$ cat config.mk
export PLATFORM = sky130hd
export DESIGN_NAME = hid_report_line_and_pointer_core
export DESIGN_NICKNAME = d
export VERILOG_FILES = /design/src/rtl/hrlp_pkg.sv /design/src/rtl/hid_report_line_and_pointer_core.sv /design/src/rtl/hrlp_ram.sv /design/src/rtl/hrlp_front.sv /design/src/rtl/hrlp_queue.sv /design/src/rtl/hrlp_back.sv
export SDC_FILE = /design/constraint.sdc
export NUM_CORES = 1
export LEC_CHECK = 0
export ABC_AREA = 1
export BUFFER_PORTS_ARGS = -buffer_cell sky130_fd_sc_hd__buf_2
export CORE_MARGIN = 2
export CORE_UTILIZATION = 23
export DETAILED_ROUTE_END_ITERATION = 10
export SYNTH_ARGS = -nofsm -noshare
export SYNTH_HDL_FRONTEND = slang
export SYNTH_SLANG_ARGS = --single-unit
$ cat constraint.sdc
create_clock -name aclk -period 5.2 [get_ports aclk]
set_input_delay 0.78 -clock aclk [delete_from_list [all_inputs] [get_ports aclk]]
set_output_delay 0.78 -clock aclk [all_outputs]
set_load 0.02 [all_outputs]
$ cat src/rtl/hrlp_pkg.sv
`default_nettype none
package hrlp_pkg;

    // Line buffer sizing
    localparam int LINE_CAP    = 63;
    localparam int LINE_ADDR_W = $clog2(LINE_CAP);
    localparam int LINE_CNT_W  = $clog2(LINE_CAP + 1);

    // Command queue sizing
    localparam int Q_DEPTH = 2;
    localparam int Q_PTR_W = $clog2(Q_DEPTH);
    localparam int Q_CNT_W = $clog2(Q_DEPTH + 1);

    // Configuration port
    localparam int CFG_ADDR_W   = 3;
    localparam int CFG_DATA_W   = 32;
    localparam int SCREEN_W     = 13;
    localparam logic [SCREEN_W-1:0] SCREEN_WIDTH_RST  = 13'd1024;
    localparam logic [SCREEN_W-1:0] SCREEN_HEIGHT_RST = 13'd768;
    localparam logic [SCREEN_W-1:0] SCREEN_MAX        = 13'd4096;

    typedef enum logic {
        REG_SCREEN_WIDTH  = 1'b0,
        REG_SCREEN_HEIGHT = 1'b1
    } cfg_reg_t;

    // Report classification
    localparam logic [6:0] KBD_MIN_LEN   = 7'd8;
    localparam logic [6:0] MOUSE_MIN_LEN = 7'd3;
    localparam logic [7:0] SHIFT_MASK    = 8'h22;

    // Usage codes
    localparam logic [7:0] USAGE_A     = 8'h04;
    localparam logic [7:0] USAGE_Z     = 8'h1D;
    localparam logic [7:0] USAGE_1     = 8'h1E;
    localparam logic [7:0] USAGE_9     = 8'h26;
    localparam logic [7:0] USAGE_0     = 8'h27;
    localparam logic [7:0] USAGE_ENTER = 8'h28;
    localparam logic [7:0] USAGE_BKSP  = 8'h2A;
    localparam logic [7:0] USAGE_SPACE = 8'h2C;
    localparam logic [7:0] USAGE_MINUS = 8'h2D;
    localparam logic [7:0] USAGE_EQUAL = 8'h2E;
    localparam logic [7:0] USAGE_SEMI  = 8'h33;
    localparam logic [7:0] USAGE_QUOTE = 8'h34;
    localparam logic [7:0] USAGE_COMMA = 8'h36;
    localparam logic [7:0] USAGE_DOT   = 8'h37;
    localparam logic [7:0] USAGE_SLASH = 8'h38;

    localparam logic [6:0] DIGIT_SHIFT [9] = '{
        7'h21, 7'h40, 7'h23, 7'h24, 7'h25, 7'h5E, 7'h26, 7'h2A, 7'h28
    };

    typedef enum logic [1:0] {
        CMD_CHAR  = 2'd0,
        CMD_BKSP  = 2'd1,
        CMD_ENTER = 2'd2,
        CMD_MOUSE = 2'd3
    } cmd_kind_t;

    typedef struct packed {
        cmd_kind_t  kind;
        logic [6:0] char_code;
        logic [2:0] buttons;
        logic [7:0] dx;
        logic [7:0] dy;
    } cmd_t;

    typedef enum logic [2:0] {
        EV_CHAR_ADD  = 3'd0,
        EV_CHAR_DEL  = 3'd1,
        EV_LINE_CHAR = 3'd2,
        EV_LINE_END  = 3'd3,
        EV_POINTER   = 3'd4
    } event_kind_t;

    typedef struct packed {
        event_kind_t event_kind;
        logic [6:0]  char_code;
        logic [5:0]  line_length;
        logic [11:0] pointer_x;
        logic [11:0] pointer_y;
        logic [2:0]  buttons_now;
        logic [2:0]  buttons_before;
        logic        last_of_run;
    } result_t;

    typedef enum logic [1:0] {
        BK_IDLE = 2'd0,
        BK_READ = 2'd1,
        BK_SEND = 2'd2,
        BK_END  = 2'd3
    } back_state_t;

    // Usage code to ASCII, zero where the usage has no character
    function automatic logic [6:0] map_usage(input logic [7:0] u, input logic sh);
        logic [6:0] c;
        logic [7:0] off;
        c = '0;
        off = '0;
        if (u inside {[USAGE_A:USAGE_Z]}) begin
            off = u - USAGE_A;
            c = (sh ? 7'h41 : 7'h61) + off[6:0];
        end else if (u inside {[USAGE_1:USAGE_9]}) begin
            off = u - USAGE_1;
            c = sh ? DIGIT_SHIFT[off[3:0]] : 7'h31 + off[6:0];
        end else begin
            case (u)
                USAGE_0:     c = sh ? 7'h29 : 7'h30;
                USAGE_SPACE: c = 7'h20;
                USAGE_MINUS: c = sh ? 7'h5F : 7'h2D;
                USAGE_EQUAL: c = sh ? 7'h2B : 7'h3D;
                USAGE_SEMI:  c = sh ? 7'h3A : 7'h3B;
                USAGE_QUOTE: c = sh ? 7'h22 : 7'h27;
                USAGE_COMMA: c = sh ? 7'h3C : 7'h2C;
                USAGE_DOT:   c = sh ? 7'h3E : 7'h2E;
                USAGE_SLASH: c = sh ? 7'h3F : 7'h2F;
                default:     c = '0;
            endcase
        end
        return c;
    endfunction

endpackage
`default_nettype wire

$ cat src/rtl/hid_report_line_and_pointer_core.sv
`default_nettype none
// Channel   | Direction | Handshake          | Payload
// ----------+-----------+--------------------+---------------------------------------------
// s_        | in        | s_valid / s_ready  | report_len, byte_zero, byte_one, byte_two
// m_        | out       | m_valid / m_ready  | event_kind, char_code, line_length, pointer_x,
//           |           |                    | pointer_y, buttons_now, buttons_before,
//           |           |                    | last_of_run
// APB       | in/out    | psel/penable/pready| paddr, pwdata, prdata (screen width and height)
//
// Flow: a report is written into the command queue at the edge it is accepted; the back
//   end pops it once idle with a free result register, and its result is presented from
//   the result register. A character, backspace or mouse report is handled in the idle
//   state alone. Enter on a non-empty line is taken in the idle state, then each stored
//   character passes through the read state (registered read port) and the send state,
//   and the end state gives the line end; Enter on an empty line gives only the line end.
// Reset: aresetn is synchronous, active low. The line store is not cleared; only entries
//   below the line count are ever read.
// Stalls: a 2-entry command queue parts the front end from the back end; the result
//   register takes a new transaction in the cycle the previous one is taken.
module hid_report_line_and_pointer_core (
    input  wire logic                            aclk,
    input  wire logic                            aresetn,
    // input channel
    input  wire logic                            s_valid,
    output logic                                 s_ready,
    input  wire logic [6:0]                      s_report_len,
    input  wire logic [7:0]                      s_byte_zero,
    input  wire logic [7:0]                      s_byte_one,
    input  wire logic [7:0]                      s_byte_two,
    // result channel
    output logic                                 m_valid,
    input  wire logic                            m_ready,
    output logic [2:0]                           m_event_kind,
    output logic [6:0]                           m_char_code,
    output logic [5:0]                           m_line_length,
    output logic [11:0]                          m_pointer_x,
    output logic [11:0]                          m_pointer_y,
    output logic [2:0]                           m_buttons_now,
    output logic [2:0]                           m_buttons_before,
    output logic                                 m_last_of_run,
    // configuration port
    input  wire logic                            psel,
    input  wire logic                            penable,
    input  wire logic                            pwrite,
    input  wire logic [hrlp_pkg::CFG_ADDR_W-1:0] paddr,
    input  wire logic [hrlp_pkg::CFG_DATA_W-1:0] pwdata,
    output logic [hrlp_pkg::CFG_DATA_W-1:0]      prdata,
    output logic                                 pready
);
    import hrlp_pkg::*;

    logic [SCREEN_W-1:0] screen_width_reg;
    logic [SCREEN_W-1:0] screen_height_reg;
    cfg_reg_t            cfg_sel;
    logic                cfg_write;

    logic    q_push, q_pop, q_full, q_empty;
    cmd_t    q_cmd, q_head;
    result_t result;

    // Configuration registers: register index is the word address, low bits ignored
    assign pready    = 1'b1;
    assign cfg_sel   = cfg_reg_t'(paddr[2]);
    assign cfg_write = psel && penable && pwrite && pready;

    always_ff @(posedge aclk) begin
        if (!aresetn) begin
            screen_width_reg  <= SCREEN_WIDTH_RST;
            screen_height_reg <= SCREEN_HEIGHT_RST;
        end else if (cfg_write) begin
            case (cfg_sel)
                REG_SCREEN_WIDTH:  screen_width_reg  <= pwdata[SCREEN_W-1:0];
                REG_SCREEN_HEIGHT: screen_height_reg <= pwdata[SCREEN_W-1:0];
                default:           screen_width_reg  <= screen_width_reg;
            endcase
        end
    end

    always_comb begin
        case (cfg_sel)
            REG_SCREEN_WIDTH:  prdata = CFG_DATA_W'(screen_width_reg);
            REG_SCREEN_HEIGHT: prdata = CFG_DATA_W'(screen_height_reg);
            default:           prdata = '0;
        endcase
    end

    // Front end: accept reports, track the held key, map usages, push commands
    hrlp_front u_front (
        .aclk         (aclk),
        .aresetn      (aresetn),
        .s_valid      (s_valid),
        .s_ready      (s_ready),
        .s_report_len (s_report_len),
        .s_byte_zero  (s_byte_zero),
        .s_byte_one   (s_byte_one),
        .s_byte_two   (s_byte_two),
        .q_full       (q_full),
        .q_push       (q_push),
        .q_cmd        (q_cmd)
    );

    // Hold commands until the back end is free
    hrlp_queue u_queue (
        .aclk    (aclk),
        .aresetn (aresetn),
        .push    (q_push),
        .din     (q_cmd),
        .pop     (q_pop),
        .dout    (q_head),
        .full    (q_full),
        .empty   (q_empty)
    );

    // Back end: line buffer, cursor, result register
    hrlp_back u_back (
        .aclk        (aclk),
        .aresetn     (aresetn),
        .disp_width  (screen_width_reg),
        .disp_height (screen_height_reg),
        .q_empty     (q_empty),
        .q_head      (q_head),
        .q_pop       (q_pop),
        .m_valid     (m_valid),
        .m_ready     (m_ready),
        .m_result    (result)
    );

    assign m_event_kind     = result.event_kind;
    assign m_char_code      = result.char_code;
    assign m_line_length    = result.line_length;
    assign m_pointer_x      = result.pointer_x;
    assign m_pointer_y      = result.pointer_y;
    assign m_buttons_now    = result.buttons_now;
    assign m_buttons_before = result.buttons_before;
    assign m_last_of_run    = result.last_of_run;
endmodule
`default_nettype wire

$ cat src/rtl/hrlp_ram.sv
`default_nettype none
module hrlp_ram #(
    parameter int WIDTH = 8,
    parameter int DEPTH = 16
) (
    input  wire logic                     aclk,
    input  wire logic                     wr_en,
    input  wire logic [$clog2(DEPTH)-1:0] wr_addr,
    input  wire logic [WIDTH-1:0]         wr_data,
    input  wire logic                     rd_en,
    input  wire logic [$clog2(DEPTH)-1:0] rd_addr,
    output logic      [WIDTH-1:0]         rd_data
);
    logic [WIDTH-1:0] mem_reg [DEPTH];
    logic [WIDTH-1:0] rd_data_reg;

    always_ff @(posedge aclk) begin
        if (wr_en) begin
            mem_reg[wr_addr] <= wr_data;
        end
        if (rd_en) begin
            rd_data_reg <= mem_reg[rd_addr];
        end
    end

    assign rd_data = rd_data_reg;
endmodule
`default_nettype wire

$ cat src/rtl/hrlp_front.sv
`default_nettype none
module hrlp_front (
    input  wire logic         aclk,
    input  wire logic         aresetn,
    input  wire logic         s_valid,
    output logic              s_ready,
    input  wire logic [6:0]   s_report_len,
    input  wire logic [7:0]   s_byte_zero,
    input  wire logic [7:0]   s_byte_one,
    input  wire logic [7:0]   s_byte_two,
    input  wire logic         q_full,
    output logic              q_push,
    output hrlp_pkg::cmd_t    q_cmd
);
    import hrlp_pkg::*;

    logic [7:0] held_key_reg, held_key_next;
    logic [6:0] mapped;
    logic       accept;

    assign s_ready = !q_full;
    assign accept  = s_valid && s_ready;
    assign mapped  = map_usage(s_byte_two, |(s_byte_zero & SHIFT_MASK));

    always_comb begin
        held_key_next   = held_key_reg;
        q_push          = 1'b0;
        q_cmd           = '0;
        q_cmd.kind      = CMD_CHAR;
        q_cmd.char_code = mapped;
        q_cmd.buttons   = s_byte_zero[2:0];
        q_cmd.dx        = s_byte_one;
        q_cmd.dy        = s_byte_two;
        if (accept) begin
            if (s_report_len >= KBD_MIN_LEN) begin
                if (s_byte_two == '0 && s_byte_zero == '0) begin
                    held_key_next = '0;
                end else if (!(s_byte_two != '0 && s_byte_two == held_key_reg)) begin
                    held_key_next = s_byte_two;
                    if (s_byte_two != '0) begin
                        case (s_byte_two)
                            USAGE_ENTER: begin
                                q_push     = 1'b1;
                                q_cmd.kind = CMD_ENTER;
                            end
                            USAGE_BKSP: begin
                                q_push     = 1'b1;
                                q_cmd.kind = CMD_BKSP;
                            end
                            default: begin
                                // drop usages without a character
                                q_push     = (mapped != '0);
                                q_cmd.kind = CMD_CHAR;
                            end
                        endcase
                    end
                end
            end else if (s_report_len >= MOUSE_MIN_LEN) begin
                q_push     = 1'b1;
                q_cmd.kind = CMD_MOUSE;
            end
        end
    end

    always_ff @(posedge aclk) begin
        if (!aresetn) begin
            held_key_reg <= '0;
        end else begin
            held_key_reg <= held_key_next;
        end
    end
endmodule
`default_nettype wire

$ cat src/rtl/hrlp_queue.sv
`default_nettype none
module hrlp_queue (
    input  wire logic         aclk,
    input  wire logic         aresetn,
    input  wire logic         push,
    input  wire hrlp_pkg::cmd_t din,
    input  wire logic         pop,
    output hrlp_pkg::cmd_t    dout,
    output logic              full,
    output logic              empty
);
    import hrlp_pkg::*;

    cmd_t               entry_reg [Q_DEPTH];
    logic [Q_PTR_W-1:0] wr_ptr_reg, wr_ptr_next;
    logic [Q_PTR_W-1:0] rd_ptr_reg, rd_ptr_next;
    logic [Q_CNT_W-1:0] count_reg, count_next;
    logic               do_push, do_pop;

    assign full    = (count_reg == Q_CNT_W'(Q_DEPTH));
    assign empty   = (count_reg == '0);
    assign dout    = entry_reg[rd_ptr_reg];
    assign do_push = push && !full;
    assign do_pop  = pop && !empty;

    always_comb begin
        wr_ptr_next = wr_ptr_reg;
        rd_ptr_next = rd_ptr_reg;
        count_next  = count_reg;
        if (do_push) begin
            wr_ptr_next = (wr_ptr_reg == Q_PTR_W'(Q_DEPTH - 1)) ? '0 : wr_ptr_reg + 1'b1;
        end
        if (do_pop) begin
            rd_ptr_next = (rd_ptr_reg == Q_PTR_W'(Q_DEPTH - 1)) ? '0 : rd_ptr_reg + 1'b1;
        end
        case ({do_push, do_pop})
            2'b10:   count_next = count_reg + 1'b1;
            2'b01:   count_next = count_reg - 1'b1;
            default: count_next = count_reg;
        endcase
    end

    always_ff @(posedge aclk) begin
        if (!aresetn) begin
            wr_ptr_reg <= '0;
            rd_ptr_reg <= '0;
            count_reg  <= '0;
        end else begin
            wr_ptr_reg <= wr_ptr_next;
            rd_ptr_reg <= rd_ptr_next;
            count_reg  <= count_next;
        end
    end

    always_ff @(posedge aclk) begin
        if (do_push) begin
            entry_reg[wr_ptr_reg] <= din;
        end
    end
endmodule
`default_nettype wire

$ cat src/rtl/hrlp_back.sv
`default_nettype none
module hrlp_back (
    input  wire logic                          aclk,
    input  wire logic                          aresetn,
    input  wire logic [hrlp_pkg::SCREEN_W-1:0] disp_width,
    input  wire logic [hrlp_pkg::SCREEN_W-1:0] disp_height,
    input  wire logic                          q_empty,
    input  wire hrlp_pkg::cmd_t                q_head,
    output logic                               q_pop,
    output logic                               m_valid,
    input  wire logic                          m_ready,
    output hrlp_pkg::result_t                  m_result
);
    import hrlp_pkg::*;

    back_state_t           state_reg, state_next;
    logic [LINE_CNT_W-1:0] cnt_reg, cnt_next;
    logic [LINE_CNT_W-1:0] idx_reg, idx_next;
    logic [11:0]           cursor_x_reg, cursor_x_next;
    logic [11:0]           cursor_y_reg, cursor_y_next;
    logic [2:0]            prior_buttons_reg, prior_buttons_next;
    logic                  out_valid_reg;
    result_t               res_reg, res_next;
    logic                  load;
    logic                  out_free;
    logic                  ram_we, ram_re;
    logic [6:0]            ram_rd_data;
    logic [11:0]           new_x, new_y;

    // Clamp pos + signed delta into [0, size-1]; size 0 acts as 1, above 4096 as 4096
    function automatic logic [11:0] move_axis(input logic [11:0] pos,
                                              input logic [7:0] delta,
                                              input logic [SCREEN_W-1:0] size);
        logic [SCREEN_W-1:0] lim;
        logic signed [13:0]  v;
        logic [SCREEN_W-1:0] hi;
        lim = (size == '0) ? SCREEN_W'(1) : ((size > SCREEN_MAX) ? SCREEN_MAX : size);
        hi  = lim - 1'b1;
        v   = $signed({2'b00, pos}) + $signed({{6{delta[7]}}, delta});
        if (v < 0) begin
            return '0;
        end else if (v[SCREEN_W-1:0] >= lim) begin
            return hi[11:0];
        end else begin
            return v[11:0];
        end
    endfunction

    assign new_x    = move_axis(cursor_x_reg, q_head.dx, disp_width);
    assign new_y    = move_axis(cursor_y_reg, q_head.dy, disp_height);
    assign out_free = !out_valid_reg || m_ready;

    hrlp_ram #(
        .WIDTH (7),
        .DEPTH (LINE_CAP)
    ) u_line_ram (
        .aclk    (aclk),
        .wr_en   (ram_we),
        .wr_addr (cnt_reg[LINE_ADDR_W-1:0]),
        .wr_data (q_head.char_code),
        .rd_en   (ram_re),
        .rd_addr (idx_reg[LINE_ADDR_W-1:0]),
        .rd_data (ram_rd_data)
    );

    always_comb begin
        state_next         = state_reg;
        cnt_next           = cnt_reg;
        idx_next           = idx_reg;
        cursor_x_next      = cursor_x_reg;
        cursor_y_next      = cursor_y_reg;
        prior_buttons_next = prior_buttons_reg;
        q_pop              = 1'b0;
        ram_we             = 1'b0;
        ram_re             = 1'b0;
        load               = 1'b0;
        res_next           = '0;
        res_next.event_kind = EV_CHAR_ADD;
        case (state_reg)
            BK_IDLE: begin
                if (!q_empty && out_free) begin
                    q_pop = 1'b1;
                    case (q_head.kind)
                        CMD_CHAR: begin
                            // drop characters once the line is full
                            if (cnt_reg != LINE_CNT_W'(LINE_CAP)) begin
                                ram_we               = 1'b1;
                                cnt_next             = cnt_reg + 1'b1;
                                load                 = 1'b1;
                                res_next.event_kind  = EV_CHAR_ADD;
                                res_next.char_code   = q_head.char_code;
                                res_next.line_length = 6'(cnt_next);
                                res_next.last_of_run = 1'b1;
                            end
                        end
                        CMD_BKSP: begin
                            if (cnt_reg != '0) begin
                                cnt_next             = cnt_reg - 1'b1;
                                load                 = 1'b1;
                                res_next.event_kind  = EV_CHAR_DEL;
                                res_next.line_length = 6'(cnt_next);
                                res_next.last_of_run = 1'b1;
                            end
                        end
                        CMD_ENTER: begin
                            if (cnt_reg == '0) begin
                                load                 = 1'b1;
                                res_next.event_kind  = EV_LINE_END;
                                res_next.last_of_run = 1'b1;
                            end else begin
                                idx_next   = '0;
                                state_next = BK_READ;
                            end
                        end
                        CMD_MOUSE: begin
                            cursor_x_next           = new_x;
                            cursor_y_next           = new_y;
                            prior_buttons_next      = q_head.buttons;
                            load                    = 1'b1;
                            res_next.event_kind     = EV_POINTER;
                            res_next.line_length    = 6'(cnt_reg);
                            res_next.pointer_x      = new_x;
                            res_next.pointer_y      = new_y;
                            res_next.buttons_now    = q_head.buttons;
                            res_next.buttons_before = prior_buttons_reg;
                            res_next.last_of_run    = 1'b1;
                        end
                        default: begin
                            q_pop = 1'b1;
                        end
                    endcase
                end
            end
            BK_READ: begin
                ram_re     = 1'b1;
                state_next = BK_SEND;
            end
            BK_SEND: begin
                if (out_free) begin
                    load                 = 1'b1;
                    res_next.event_kind  = EV_LINE_CHAR;
                    res_next.char_code   = ram_rd_data;
                    res_next.line_length = 6'(cnt_reg);
                    idx_next             = idx_reg + 1'b1;
                    state_next           = (idx_next == cnt_reg) ? BK_END : BK_READ;
                end
            end
            BK_END: begin
                if (out_free) begin
                    load                 = 1'b1;
                    res_next.event_kind  = EV_LINE_END;
                    res_next.last_of_run = 1'b1;
                    cnt_next             = '0;
                    state_next           = BK_IDLE;
                end
            end
            default: begin
                state_next = BK_IDLE;
            end
        endcase
    end

    always_ff @(posedge aclk) begin
        if (!aresetn) begin
            state_reg         <= BK_IDLE;
            cnt_reg           <= '0;
            idx_reg           <= '0;
            cursor_x_reg      <= '0;
            cursor_y_reg      <= '0;
            prior_buttons_reg <= '0;
            out_valid_reg     <= 1'b0;
        end else begin
            state_reg         <= state_next;
            cnt_reg           <= cnt_next;
            idx_reg           <= idx_next;
            cursor_x_reg      <= cursor_x_next;
            cursor_y_reg      <= cursor_y_next;
            prior_buttons_reg <= prior_buttons_next;
            if (load) begin
                out_valid_reg <= 1'b1;
            end else if (m_ready) begin
                out_valid_reg <= 1'b0;
            end
        end
    end

    always_ff @(posedge aclk) begin
        if (load) begin
            res_reg <= res_next;
        end
    end

    assign m_valid  = out_valid_reg;
    assign m_result = res_reg;

    a_cnt_cap: assert property (@(posedge aclk) disable iff (!aresetn)
        cnt_reg <= LINE_CNT_W'(LINE_CAP))
        else $error("line count above capacity");

    a_walk_idx: assert property (@(posedge aclk) disable iff (!aresetn)
        (state_reg == BK_READ || state_reg == BK_SEND) |-> (idx_reg < cnt_reg))
        else $error("line walk index past line count");

    a_line_end: assert property (@(posedge aclk) disable iff (!aresetn)
        (state_reg == BK_END && out_free) |=>
            (out_valid_reg && res_reg.event_kind == EV_LINE_END && cnt_reg == '0))
        else $error("line end not issued or line not cleared");

    a_no_overwrite: assert property (@(posedge aclk) disable iff (!aresetn)
        (out_valid_reg && !m_ready) |-> !load)
        else $error("result register overwritten while stalled");
endmodule
`default_nettype wire
Yosys cells after proc, flatten, opt, wreduce, memory -nomap -nowiden. Memory sizes are Yosys's and may differ from the RTL's. A register that Yosys moved wholly into a read port is not among the register bits. Index checks and enable logic that the tools add are counted.

Flip-flop bits (word level): 127. Memory bits (writable): 497. Memory bits (read-only): 112. Word-level logic and storage cells: 221. Memories: 3.

Add/sub/neg operators: 15. Order comparisons: 13. Equal/unequal tests: 32. Muxes and demuxes: 96. Bitwise gates (word level): 2. Reduce and logical (&&, ||, !) cells: 39.

Memories: u_back.u_line_ram.mem_reg (depth 63, bits a word 7, read ports 1, clocked after memory_dff 1, wr ports 1, line hrlp_ram.sv:14) `logic [WIDTH-1:0] mem_reg [DEPTH];`; (no name shown) (depth 16, bits a word 7, read ports 1, clocked after memory_dff 0, wr ports 0, line hrlp_pkg.sv:105) `c = sh ? DIGIT_SHIFT[off[3:0]] : 7'h31 + off[6:0];`; u_queue.entry_reg (depth 2, bits a word 28, read ports 1, clocked after memory_dff 1, wr ports 1, line hrlp_queue.sv:14) `cmd_t entry_reg [Q_DEPTH];`.

Operator list (number): 8-bit by 6-bit == test with 1-bit output, second input constant (11); 13-bit 2-to-1 mux (5); 32-bit case mux with 2 select lines (1); 7-bit case mux with 9 select lines (1); 6-bit 2-to-1 mux (10); 7-bit 2-to-1 mux (7); 12-bit 2-to-1 mux (4); 47-bit 2-to-1 mux (1); 6-bit case mux with 2 select lines (3); 1-bit 2-to-1 mux (30); 30-bit 2-to-1 mux (1); 13-bit by 8-bit adder with 14-bit output (2); 14-bit by 1-bit < comparator with 1-bit output, second input constant (2); 2-bit 2-to-1 mux (14); 13-bit greater-or-equal comparator (2); 13-bit greater-than comparator, second input constant (2); 13-bit logical NOT (2); 13-bit case mux with 2 select lines (1); 5-bit 2-to-1 mux (5); 12-bit by 1-bit subtractor with 12-bit output, second input constant (2); 6-bit case mux with 3 select lines (1); 8-bit logical NOT (2); 8-bit 2-to-1 mux (2); 15-bit 2-to-1 mux (1); 48 further kinds (85).

Depth between registers and ports, before layout. Gate-level depths: netlist of run 1.

Depth after elaboration: 18. Depth in mapped cells: 28. Depth with buffers taken out: 26.

Cells and area by module. Synthesis of run 1 repeated with hierarchy kept, for this count alone.

Cell total of the unflattened synthesis: 3162. Area, all modules: 30837.1 um^2.

Modules (own cells, without submodules): hrlp_ram (times used 1, cells each 1581, area each 18308.8 um^2); hrlp_back (times used 1, cells each 899, area each 6811.5 um^2); hrlp_queue (times used 1, cells each 127, area each 2372.3 um^2); hrlp_front (times used 1, cells each 334, area each 1870.5 um^2); hid_report_line_and_pointer_core (times used 1, cells each 221, area each 1473.9 um^2).

Worst setup path before layout of run 1. Ideal clock, no wire load.

Path kind: register -> register. From: register (tool-made name). To: register u_back.res_reg (netlist bit u_back.m_result[28]), data pin. Library setup time: 0.252 ns. Data arrival time: 3.974 ns. Setup slack: 0.974 ns. Cell stages (with the launch flop): 29. Buffers on the path: 4. Clock period less this slack: 4.226 ns. Cell sequence: dfxtp_1 -> buf_2 -> clkbuf_1 -> buf_1 -> nand2_1 -> nand2_1 -> ha_1 -> fa_1 -> nand3_1 -> nand2_1 -> nand2_1 -> nand2_1 -> nand2_1 -> a31oi_1 -> a21oi_1 -> o21ai_0 -> xor2_1 -> ha_1 -> a21oi_1 -> o21ai_0 -> a21oi_1 -> nand2_1 -> nor2_2 -> inv_1 -> buf_2 -> nor2_1 -> nor2_1 -> nand3_1 -> inv_1.

RTL lines: end signal, assigned (line hrlp_back.sv:189) `res_reg <= res_next;`; end, declared (line hrlp_back.sv:23) `result_t res_reg, res_next;`.

==> impl_results.md, run 1 <==
- Yosys top cell by area: edfxtp_1
- N_diodes: 0
- CP delay by family, top: simple AND/OR/NAND/NOR gates
- Clock Latency Late Sink: 0.62 ns
- Buffers on Ports: 113
- Detailed Route WL: 78,500 um
- HPWL Detailed: 49,500 um
- H-tree Lvls: 3
- Post-layout net count: 3,092
- Final critical-path required period: 4.75 ns
- CTS Sinks: 632
- Syn. warnings: 0
- Mean Syn Cell Area: 10.3 um^2
- Initial drt markers: 2,032
- Crit share post-route: 91.3%
- Critical Path Stages: 24
- CP max-delay cell: ha_1
- Critical path capture point type: flip-flop
- Unrepaired setup endpoints after global routing: no
- Slew headroom: 23.5%
- GRT Overall Usage: 11.6%
- Max FO, Critical Path: 15
- Row count: 131
- I/O pin cnt: 155
- CTS tree: built
- Clk slew on worst S/H paths: 0.06 ns
- CP Data Arrival Time: 5.11 ns
- Crit path top cell by count: nand2_1
- Synth top cells by count: 551 x edfxtp_1, 427 x nor2_1, 405 x nand2_1
- Worst hold stages: 1
- Root buffer cell: clkbuf_16
- Gates resized, CTS repair: 0
- Count of final hold-check violations: 0
- Fin. max-slew vios: 0
- Post-synth top area share: 56.2%
- Max-cap violations: 0
- Pin count of the biggest net entering global routing: 172
- Synth top area cells: edfxtp_1 56%, o21ai_0 5.9%, dfxtp_1 5.5%
- Vias per cell: 4.58
- Skew final: 0.0307 ns
- HP Class: in2reg
- Mux contribution to synthesized area: 0%
- Worst slew pin tran: 1.15 ns
- CP bufs+invs: 4
- DR pass1 iterations: 6
- Synthesized area: 0.0294 mm^2
- Top FF cell, synth: edfxtp_1
- Global-route wire length before repair: 120,000 um
- Lkg Pwr: 12.3 nW
- Max reg flops: 441
- ANT nets after route: 0
- Simple-gate portion of the synthesized area: 14.5%
- Die Ht: 362 um
- Crit-path cells: inv_2, or2_2, o21ai_0, inv_1, ha_1, nand2_1, nor3_1, nand2_1, nand2_1, nand2_1, a31oi_1, a21oi_1, o21ai_0, xor2_1, ha_1, a21oi_1, o21ai_0, a21oi_1, nand2_1, nor2_2, inv_1, or2_2, nand4_1, inv_1
- Crit-path max cell delay: 0.40 ns
- Top-count cell post-synth: edfxtp_1
- Status: finished, final reports clean
- GPL Wtd Cong: 0.886
- Critical path class: reg2reg
- Seq cells post-synth: 632
- Post-synth EDFFs: 551
- Initial antenna violation count: 1
- FMAX: 211 MHz
- CORE AREA: 0.127 mm^2
- Area growth, synth to finish: 15.3%
- Setup bufs post-CTS: 0
- Die width: 362 um
- Grt total ovfl: 0
- Sequential-to-total area share from yosys stat: 61.7%
- Compound-Gate Fraction of Synth Area: 13.6%
- # setup viols final: 0
- CTS max path bufs: 3
- Hold buffer count at cts: 0
- Post-route setup TNS: 0 ns
- CP Launch Type: flip-flop
- Worst setup margin: 0.451 ns
- FF-to-FF path depth: 24
- XOR/XNOR share of the synthesized area: 1.36%
- Power per cell area: 441 mW/mm^2
- Post-detailed-route wirelength per cell: 16.9 um
- Number of global-route vias before repair: 20,237
- Dpl ws: 0.478 ns
- Starting density of the core: 23.1%
- Main combinational cell family by area after synthesis: simple AND/OR/NAND/NOR gates
- Mapped Cells: 2,856
- Number of fill cells in the layout: 13,249
- Synth Area in Adders: 3.62%
- Total die area: 0.131 mm^2
- Max VDD drop: 0.000347 V
- TritonCTS Buffers: 68
- DRC: 0
- Critical Path RT: 5.56 ns
- Synth cell types: 66
- Post-synth ARST share: 0%
- Via count: 21,283
- Layout cells sized above 1: 11.3%
[layer usage]
metal	track usage (%)	vias to the layer above	share of wire [%]
li1	-	10202	-
met3	1.92	128	6.3
met1	15.4	10259	44
met4	4.04	2	2.9
met2	19.3	692	47
met5	0	-	0.014
[cell families (layout without fill, tap and decap cells)]
| family | count (synthesis) | after routing |
|---|---|---|
| AO/OA/AOI/OAI | 709 | 709 |
| XOR/XNOR | 45 | 45 |
| adder cells (fa/ha/maj) | 84 | 84 |
| buffers and inverters | 360 | 475 |
| flip-flops | 632 | 632 |
| other | 2 | 20 |
| AND/OR/NAND/NOR | 1024 | 1024 |
[cell usage in the layout (no fill, tap or decap), types with 8 or more instances in the layout]
master | Yosys | routed
clkbuf_16 | 0 | 70
xnor2_1 | 16 | 16
buf_4 | 26 | 32
o211ai_1 | 11 | 11
edfxtp_1 | 551 | 551
inv_2 | 20 | 22
clkinv_1 | 6 | 21
ha_1 | 82 | 82
a211oi_1 | 8 | 8
nand2_2 | 7 | 14
a21oi_1 | 156 | 156
nand2_1 | 405 | 398
o221ai_1 | 8 | 8
nand4_1 | 34 | 34
clkbuf_1 | 85 | 11
nor2_1 | 427 | 426
buf_2 | 38 | 113
conb_1 | 2 | 20
clkinv_2 | 1 | 14
o21bai_1 | 8 | 8
nand3_1 | 88 | 88
nor2_2 | 10 | 11
o22ai_1 | 118 | 118
dfxtp_1 | 81 | 78
nor3_1 | 16 | 16
inv_1 | 175 | 171
xor2_1 | 28 | 28
o21ai_0 | 347 | 347
or2_2 | 9 | 9
[cell type report]
type                    instances  area [um^2]  share of cell area, %
clock buffers                  81         1790                   5.28
clock inverters                43          424                   1.25
inverters                     203          771                   2.27
multi-input cells            1882         9850                   29.0
flip-flops and latches        632        18200                   53.5
well taps                    1662         2080                   6.12
repair buffers                148          866                   2.55
[stage by stage]
stage               cells  total power [mW]  cell area (um^2)  utilization, %  hold WS [ns]
detailed placement   4527              10.2             31700            24.9         0.461
floorplan            2874              8.97             29500               -         0.440
global route         4651              15.7             34000            26.7         0.355
global placement     4527              10.2             31700            24.9         0.452
CTS                  4651              15.1             34000            26.7         0.338
finish               4651              15.0             34000            26.7         0.368
[final timing paths]
check                               from                       to  slack (ns)
setup reg to reg               flip-flop      u_back.m_result[25]        0.45
hold / removal             s_byte_one[1]  u_queue.entry_reg[0][9]        0.37
hold reg to reg   u_back.cursor_x_reg[3]   u_back.cursor_x_reg[3]        0.47
setup / recovery               flip-flop      u_back.m_result[25]        0.45
[power breakdown]
| group | switching (mW) | internal (mW) |
|---|---|---|
| sequential | 0.229 | 6.36 |
| combinational | 2.57 | 0.969 |
| clock | 2.02 | 2.83 |
Note: power is estimated with default switching activity, not from simulation.
==> run 2, diff against run 1 <==
CTS_BUF_LIST = sky130_fd_sc_hd__clkbuf_8   (was default)
==> impl_results.md, run 2 (same netlist as run 1, synthesis figures left out) <==
- Status: finished, final reports clean (unchanged)
- CORE AREA: 0.127 mm^2 (unchanged)
- Fin. max-slew vios: 0 (unchanged)
- Via count: 21,584 (was 21,283)
- # setup viols final: 0 (unchanged)
- Hold buffer count at cts: 0 (unchanged)
- Crit-path cells: inv_2, or2_2, o21ai_0, inv_1, ha_1, nand2_1, nor3_1, nand2_1, nand2_1, nand2_1, a31oi_1, a21oi_1, o21ai_0, xor2_1, ha_1, a21oi_1, o21ai_0, a21oi_1, nand2_1, nor2_2, inv_1, or2_2, nand4_1, inv_1 (unchanged)
- Post-detailed-route wirelength per cell: 16.8 um (was 16.9 um)
- Critical path class: reg2reg (unchanged)
- Power per cell area: 423 mW/mm^2 (was 441 mW/mm^2)
- Clock Latency Late Sink: 0.74 ns (was 0.62 ns)
- Buffers on Ports: 113 (unchanged)
- Final Util: 26.5% (was 26.7%)
- Number of global-route vias before repair: 20,670 (was 20,237)
- Critical Path RT: 5.67 ns (was 5.56 ns)
- Critical Path Stages: 24 (unchanged)
- Row count: 131 (unchanged)
- Number of fill cells in the layout: 13,339 (was 13,249)
- Worst reg-to-reg setup slack: 0.44 ns (was 0.45 ns)
- Worst setup margin: 0.444 ns (was 0.451 ns)
- Min-delay src: s_byte_one[1] (unchanged)
- CP delay by family, top: simple AND/OR/NAND/NOR gates (unchanged)
- Root buffer cell: clkbuf_8 (was clkbuf_16)
- Worst Hold Slack: 0.243 ns (was 0.368 ns)
- Setup crit end: u_back.m_result[25] (unchanged)
- CP Launch Type: flip-flop (unchanged)
- FF-to-FF path depth: 24 (unchanged)
- Setup bufs post-CTS: 0 (unchanged)
- Metal3 WL: 5140 um (was 4950 um)
- TritonCTS Buffers: 106 (was 68)
- Clk slew on worst S/H paths: 0.06 ns (about the same)
- CTS Sinks: 632 (unchanged)
- GRT Overall Usage: 11.7% (was 11.6%)
- Initial antenna violation count: 1 (unchanged)
- FMAX: 210 MHz (was 211 MHz)
- HP Class: in2reg (unchanged)
- Post-layout net count: 3,130 (was 3,092)
- Pin count of the biggest net entering global routing: 172 (unchanged)
- Max-cap violations: 0 (unchanged)
- Max FO, Critical Path: 15 (unchanged)
- Worst hold stages: 1 (unchanged)
- Starting density of the core: 23.1% (unchanged)
- Dpl ws: 0.478 ns (unchanged)
- Total die area: 0.131 mm^2 (unchanged)
- Reg-to-Reg End: u_back.m_result[25] (unchanged)
- Die Ht: 362 um (unchanged)
- Skew final: 0.0609 ns (was 0.0307 ns)
- Detailed Route WL: 79,200 um (was 78,500 um)
- Unrepaired setup endpoints after global routing: no (unchanged)
- Crit path top cell by count: nand2_1 (unchanged)
- Post-route design area: 0.0337 mm^2 (was 0.0340 mm^2)
- Area growth, synth to finish: 14.6% (was 15.3%)
- Grt total ovfl: 0 (unchanged)
- Global-route wire length before repair: 121,000 um (was 120,000 um)
- Vias per cell: 4.57 (was 4.58)
- Max reg flops: 441 (unchanged)
- Most frequent cells in the layout: 551 x edfxtp_1, 426 x nor2_1, 398 x nand2_1 (unchanged)
- Commonest non-fill, non-tap cell in the layout: edfxtp_1 (unchanged)
- ANT nets after route: 0 (unchanged)
- CTS max path bufs: 3 (unchanged)
- Post-route setup TNS: 0 ns (unchanged)
- Layout cells sized above 1: 12.1% (was 11.3%)
- CP Data Arrival Time: 5.23 ns (was 5.11 ns)
- CP max-delay cell: ha_1 (unchanged)
- Crit share post-route: 91.5% (was 91.3%)
- Tot Pwr: 14.3 mW (was 15.0 mW)
- Slew headroom: 23.0% (was 23.5%)
- Post-placement cell area: 0.0317 mm^2 (unchanged)
- Initial drt markers: 1,982 (was 2,032)
- Met1 WL: 34,600 um (was 34,700 um)
- Crit-path max cell delay: 0.40 ns (about the same)
- GPL Wtd Cong: 0.886 (unchanged)
- HPWL Detailed: 49,500 um (unchanged)
- Critical path capture point type: flip-flop (unchanged)
- Final non-filler cell total: 4,723 (was 4,651)
- Final critical-path required period: 4.76 ns (was 4.75 ns)
- Top layer in use: met5 (unchanged)
- CTS tree: built (unchanged)
- DR WL met2: 37,300 um (was 36,600 um)
- H-tree Lvls: 3 (unchanged)
- Gates resized, CTS repair: 0 (unchanged)
- Max VDD drop: 0.000289 V (was 0.000347 V)
- DR pass1 iterations: 5 (was 6)
- Lkg Pwr: 12.5 nW (was 12.3 nW)
- Cells after DPL: 4,527 (unchanged)
- I/O pin cnt: 155 (unchanged)
- DRC: 0 (unchanged)
- CP bufs+invs: 4 (unchanged)
- Die width: 362 um (unchanged)
- Count of final hold-check violations: 0 (unchanged)
- Worst slew pin tran: 1.15 ns (about the same)
==> run 2: how the worst min path moves through the flow <==
stage	end	slack, ns
2_1_floorplan	u_back.prior_buttons_reg[0]	0.44
3_3_place_gp	u_back.prior_buttons_reg[2]	0.45
3_5_place_dp	u_back.cursor_x_reg[3]	0.46
4_1_cts	u_queue.entry_reg[0][9]	0.19
5_1_grt	u_queue.entry_reg[0][9]	0.21
6_report	u_queue.entry_reg[0][9]	0.24
==> run 2: cell type report <==
class                   instances  area (um^2)  share of cell area [%]
flip-flops and latches        632        18200                    53.9
inverters                     203          771                    2.29
repair buffers                148          866                    2.57
diodes                          1         2.50                 0.00742
clock inverters                77          362                    1.07
clock buffers                 118         1620                    4.82
multi-input cells            1882         9850                    29.2
well taps                    1662         2080                    6.17
==> run 2: power breakdown <==
| group | leakage [nW] | total (mW) | internal, mW | switching (mW) |
|---|---|---|---|---|
| clock | 1.21 | 4.14 | 2.09 | 2.05 |
| combinational | 5.59 | 3.55 | 0.969 | 2.58 |
| sequential | 5.68 | 6.59 | 6.36 | 0.229 |
==> run 2: layer usage <==
layer	vias to the layer above	track usage [%]
met5	-	0
met1	10386	15.4
li1	10301	-
met3	129	2.00
met4	2	4.05
met2	766	19.5
==> run 3, diff against run 2 <==
CORE_MARGIN = 1.5   (was 2)
==> impl_results.md, run 3 (same netlist as run 1, synthesis figures left out) <==
- Status: finished, final reports clean (unchanged)
- Routing usage on met2: 19.3% (was 19.5%)
- Number of global-route vias before repair: 20,216 (was 20,670)
- Grt met3 use: 2.23% (was 2.00%)
- Lkg Pwr: 12.4 nW (was 12.5 nW)
- Max VDD drop: 0.000287 V (was 0.000289 V)
- Worst Hold Slack: 0.288 ns (was 0.243 ns)
- TritonCTS Buffers: 103 (was 106)
- Die Ht: 361 um (was 362 um)
- Crit share post-route: 91.0% (was 91.5%)
- Root buffer cell: clkbuf_8 (unchanged)
- DRC: 0 (unchanged)
- CP Launch Type: flip-flop (unchanged)
- Worst reg-to-reg setup slack: 0.47 ns (was 0.44 ns)
- Max reg flops: 441 (unchanged)
- P_int: 9.40 mW (was 9.42 mW)
- Clock power frac: 28.7% (was 29.0%)
- HP Class: in2reg (unchanged)
- Sw Share: 33.7% (was 34.0%)
- Worst slew pin tran: 1.08 ns (was 1.15 ns)
- Number of fill cells in the layout: 13,306 (was 13,339)
- HPWL Detailed: 50,200 um (was 49,500 um)
- Post-route setup TNS: 0 ns (unchanged)
- CTS tree: built (unchanged)
- Initial drt markers: 1,716 (was 1,982)
- Fin. max-slew vios: 0 (unchanged)
- FF-to-FF path depth: 24 (unchanged)
- GRT Overall Usage: 11.6% (was 11.7%)
- Critical Path RT: 5.65 ns (was 5.67 ns)
- CP Data Arrival Time: 5.18 ns (was 5.23 ns)
- Die width: 361 um (was 362 um)
- Most frequent cells in the layout: 551 x edfxtp_1, 426 x nor2_1, 398 x nand2_1 (unchanged)
- Max-cap violations: 0 (unchanged)
- I/O pin cnt: 155 (unchanged)
- Vias per cell: 4.56 (was 4.57)
- Slew headroom: 27.5% (was 23.0%)
- Skew final: 0.0413 ns (was 0.0609 ns)
- Via count: 21,510 (was 21,584)
- CTS max path bufs: 3 (unchanged)
- Combinational share of power: 25.1% (was 24.8%)
- Starting density of the core: 23.1% (unchanged)
- Power per cell area: 421 mW/mm^2 (was 423 mW/mm^2)
- FMAX: 211 MHz (was 210 MHz)
- Critical path capture point type: flip-flop (unchanged)
- Net Switching: 4.77 mW (was 4.86 mW)
- ANT nets after route: 0 (unchanged)
- Final critical-path required period: 4.73 ns (was 4.76 ns)
- Layout cells sized above 1: 12.2% (was 12.1%)
- Commonest non-fill, non-tap cell in the layout: edfxtp_1 (unchanged)
- Post-layout net count: 3,126 (was 3,130)
- DR pass1 iterations: 5 (unchanged)
- CORE AREA: 0.127 mm^2 (unchanged)
- CTS Sinks: 632 (unchanged)
- Global-route wire length before repair: 119,000 um (was 121,000 um)
- Detailed Route WL: 78,100 um (was 79,200 um)
- Row count: 131 (unchanged)
- # setup viols final: 0 (unchanged)
- Seq pwr share: 46.3% (was 46.1%)
- H-tree Lvls: 3 (unchanged)
- Unrepaired setup endpoints after global routing: no (unchanged)
- Pin count of the biggest net entering global routing: 137 (was 172)
- Post-detailed-route wirelength per cell: 16.6 um (was 16.8 um)
- Global Route met1 Usage: 14.8% (was 15.4%)
- Setup crit end: u_back.m_result[25] (unchanged)
- Critical path class: reg2reg (unchanged)
- Gr busiest metal: met2 (unchanged)
- Total die area: 0.130 mm^2 (was 0.131 mm^2)
- Reg-to-Reg End: u_back.m_result[25] (unchanged)
- Max FO, Critical Path: 18 (was 15)
- Count of final hold-check violations: 0 (unchanged)
- GPL Wtd Cong: 0.892 (was 0.886)
- Clock Latency Late Sink: 0.70 ns (was 0.74 ns)
- Final Util: 26.4% (was 26.5%)
- Grt total ovfl: 0 (unchanged)
- Buffers on Ports: 113 (unchanged)
- N_diodes: 0 (was 1)
- Worst hold stages: 1 (unchanged)
- Tot Pwr: 14.2 mW (was 14.3 mW)
- Clk slew on worst S/H paths: 0.07 ns (was 0.06 ns)
- Area growth, synth to finish: 14.3% (was 14.6%)
- Initial antenna violation count: 3 (was 1)
[run 3: cell count changes in the layout (fill, tap and decap cells not counted), moves of 2 or more]
cell       before  now
bufinv_16       0    3
clkbuf_8      118  108
clkinv_1       18   35
clkinv_2        7   17
inv_1         224  200
inv_12          3    0
inv_6           1    3
[run 3: routing by layer]
metal | part of all wire [%] | vias to the layer above
met4 | 3.3 | 2
met2 | 47 | 761
met3 | 7.0 | 139
met1 | 43 | 10317
li1 | - | 10291
met5 | 0.017 | -
[run 3: critical path, stage by stage, from the launching register on]
cell	delay (ns)
dfxtp_1	0.34
inv_2	0.15
or2_2	0.31
o21ai_0	0.13
inv_1	0.10
ha_1	0.38
nand2_1	0.09
nor3_1	0.13
nand2_1	0.07
nand2_1	0.10
nand2_1	0.07
a31oi_1	0.22
a21oi_1	0.10
o21ai_0	0.20
xor2_1	0.19
ha_1	0.28
a21oi_1	0.13
o21ai_0	0.10
a21oi_1	0.12
nand2_1	0.07
nor2_2	0.31
inv_1	0.33
or2_2	0.36
nand4_1	0.15
inv_1	0.06
[run 3: stage by stage]
step	instance area, um^2	setup WS [ns]	cells
floorplan	29500	0.974	2874
detailed placement	31700	0.437	4525
global placement	31700	0.401	4525
global route	33700	0.128	4716
finish	33700	0.468	4716
CTS	33600	0.400	4715
[run 3: worst min path at each step]
stage | to | from
after floorplan | u_back.prior_buttons_reg[0] | u_back.prior_buttons_reg[0]
after global placement | u_back.prior_buttons_reg[2] | u_back.prior_buttons_reg[2]
after detailed placement | u_back.cursor_x_reg[7] | u_back.cursor_x_reg[7]
after CTS | u_queue.entry_reg[1][8] | s_byte_one[0]
after global routing | u_queue.entry_reg[1][8] | s_byte_one[0]
final | u_queue.entry_reg[0][8] | s_byte_one[0]
[run 3: repair_timing]
item | in CTS | in global routing
hold endpoints to repair | 0 | 0
hold buffers | 0 | 0
buffers inserted | 0 | 1
endpoints found under the setup margin | 0 | 2
resized for setup | 0 | 0
[run 3: cell type report]
type | count | area, um^2 | area share (%)
flip-flops and latches | 632 | 18200 | 54.0
well taps | 1662 | 2080 | 6.18
multi-input cells | 1882 | 9850 | 29.3
repair buffers | 147 | 846 | 2.51
clock inverters | 82 | 440 | 1.31
inverters | 203 | 771 | 2.29
clock buffers | 108 | 1490 | 4.42
[run 3: power groups by stage]
stage	sequential, mW	combinational [mW]	clock [mW]
floorplan	6.85	2.12	0
detailed placement	6.65	3.54	0
global placement	6.66	3.49	0
global route	6.59	3.91	4.37
CTS	6.56	3.56	4.15
finish	6.56	3.55	4.06
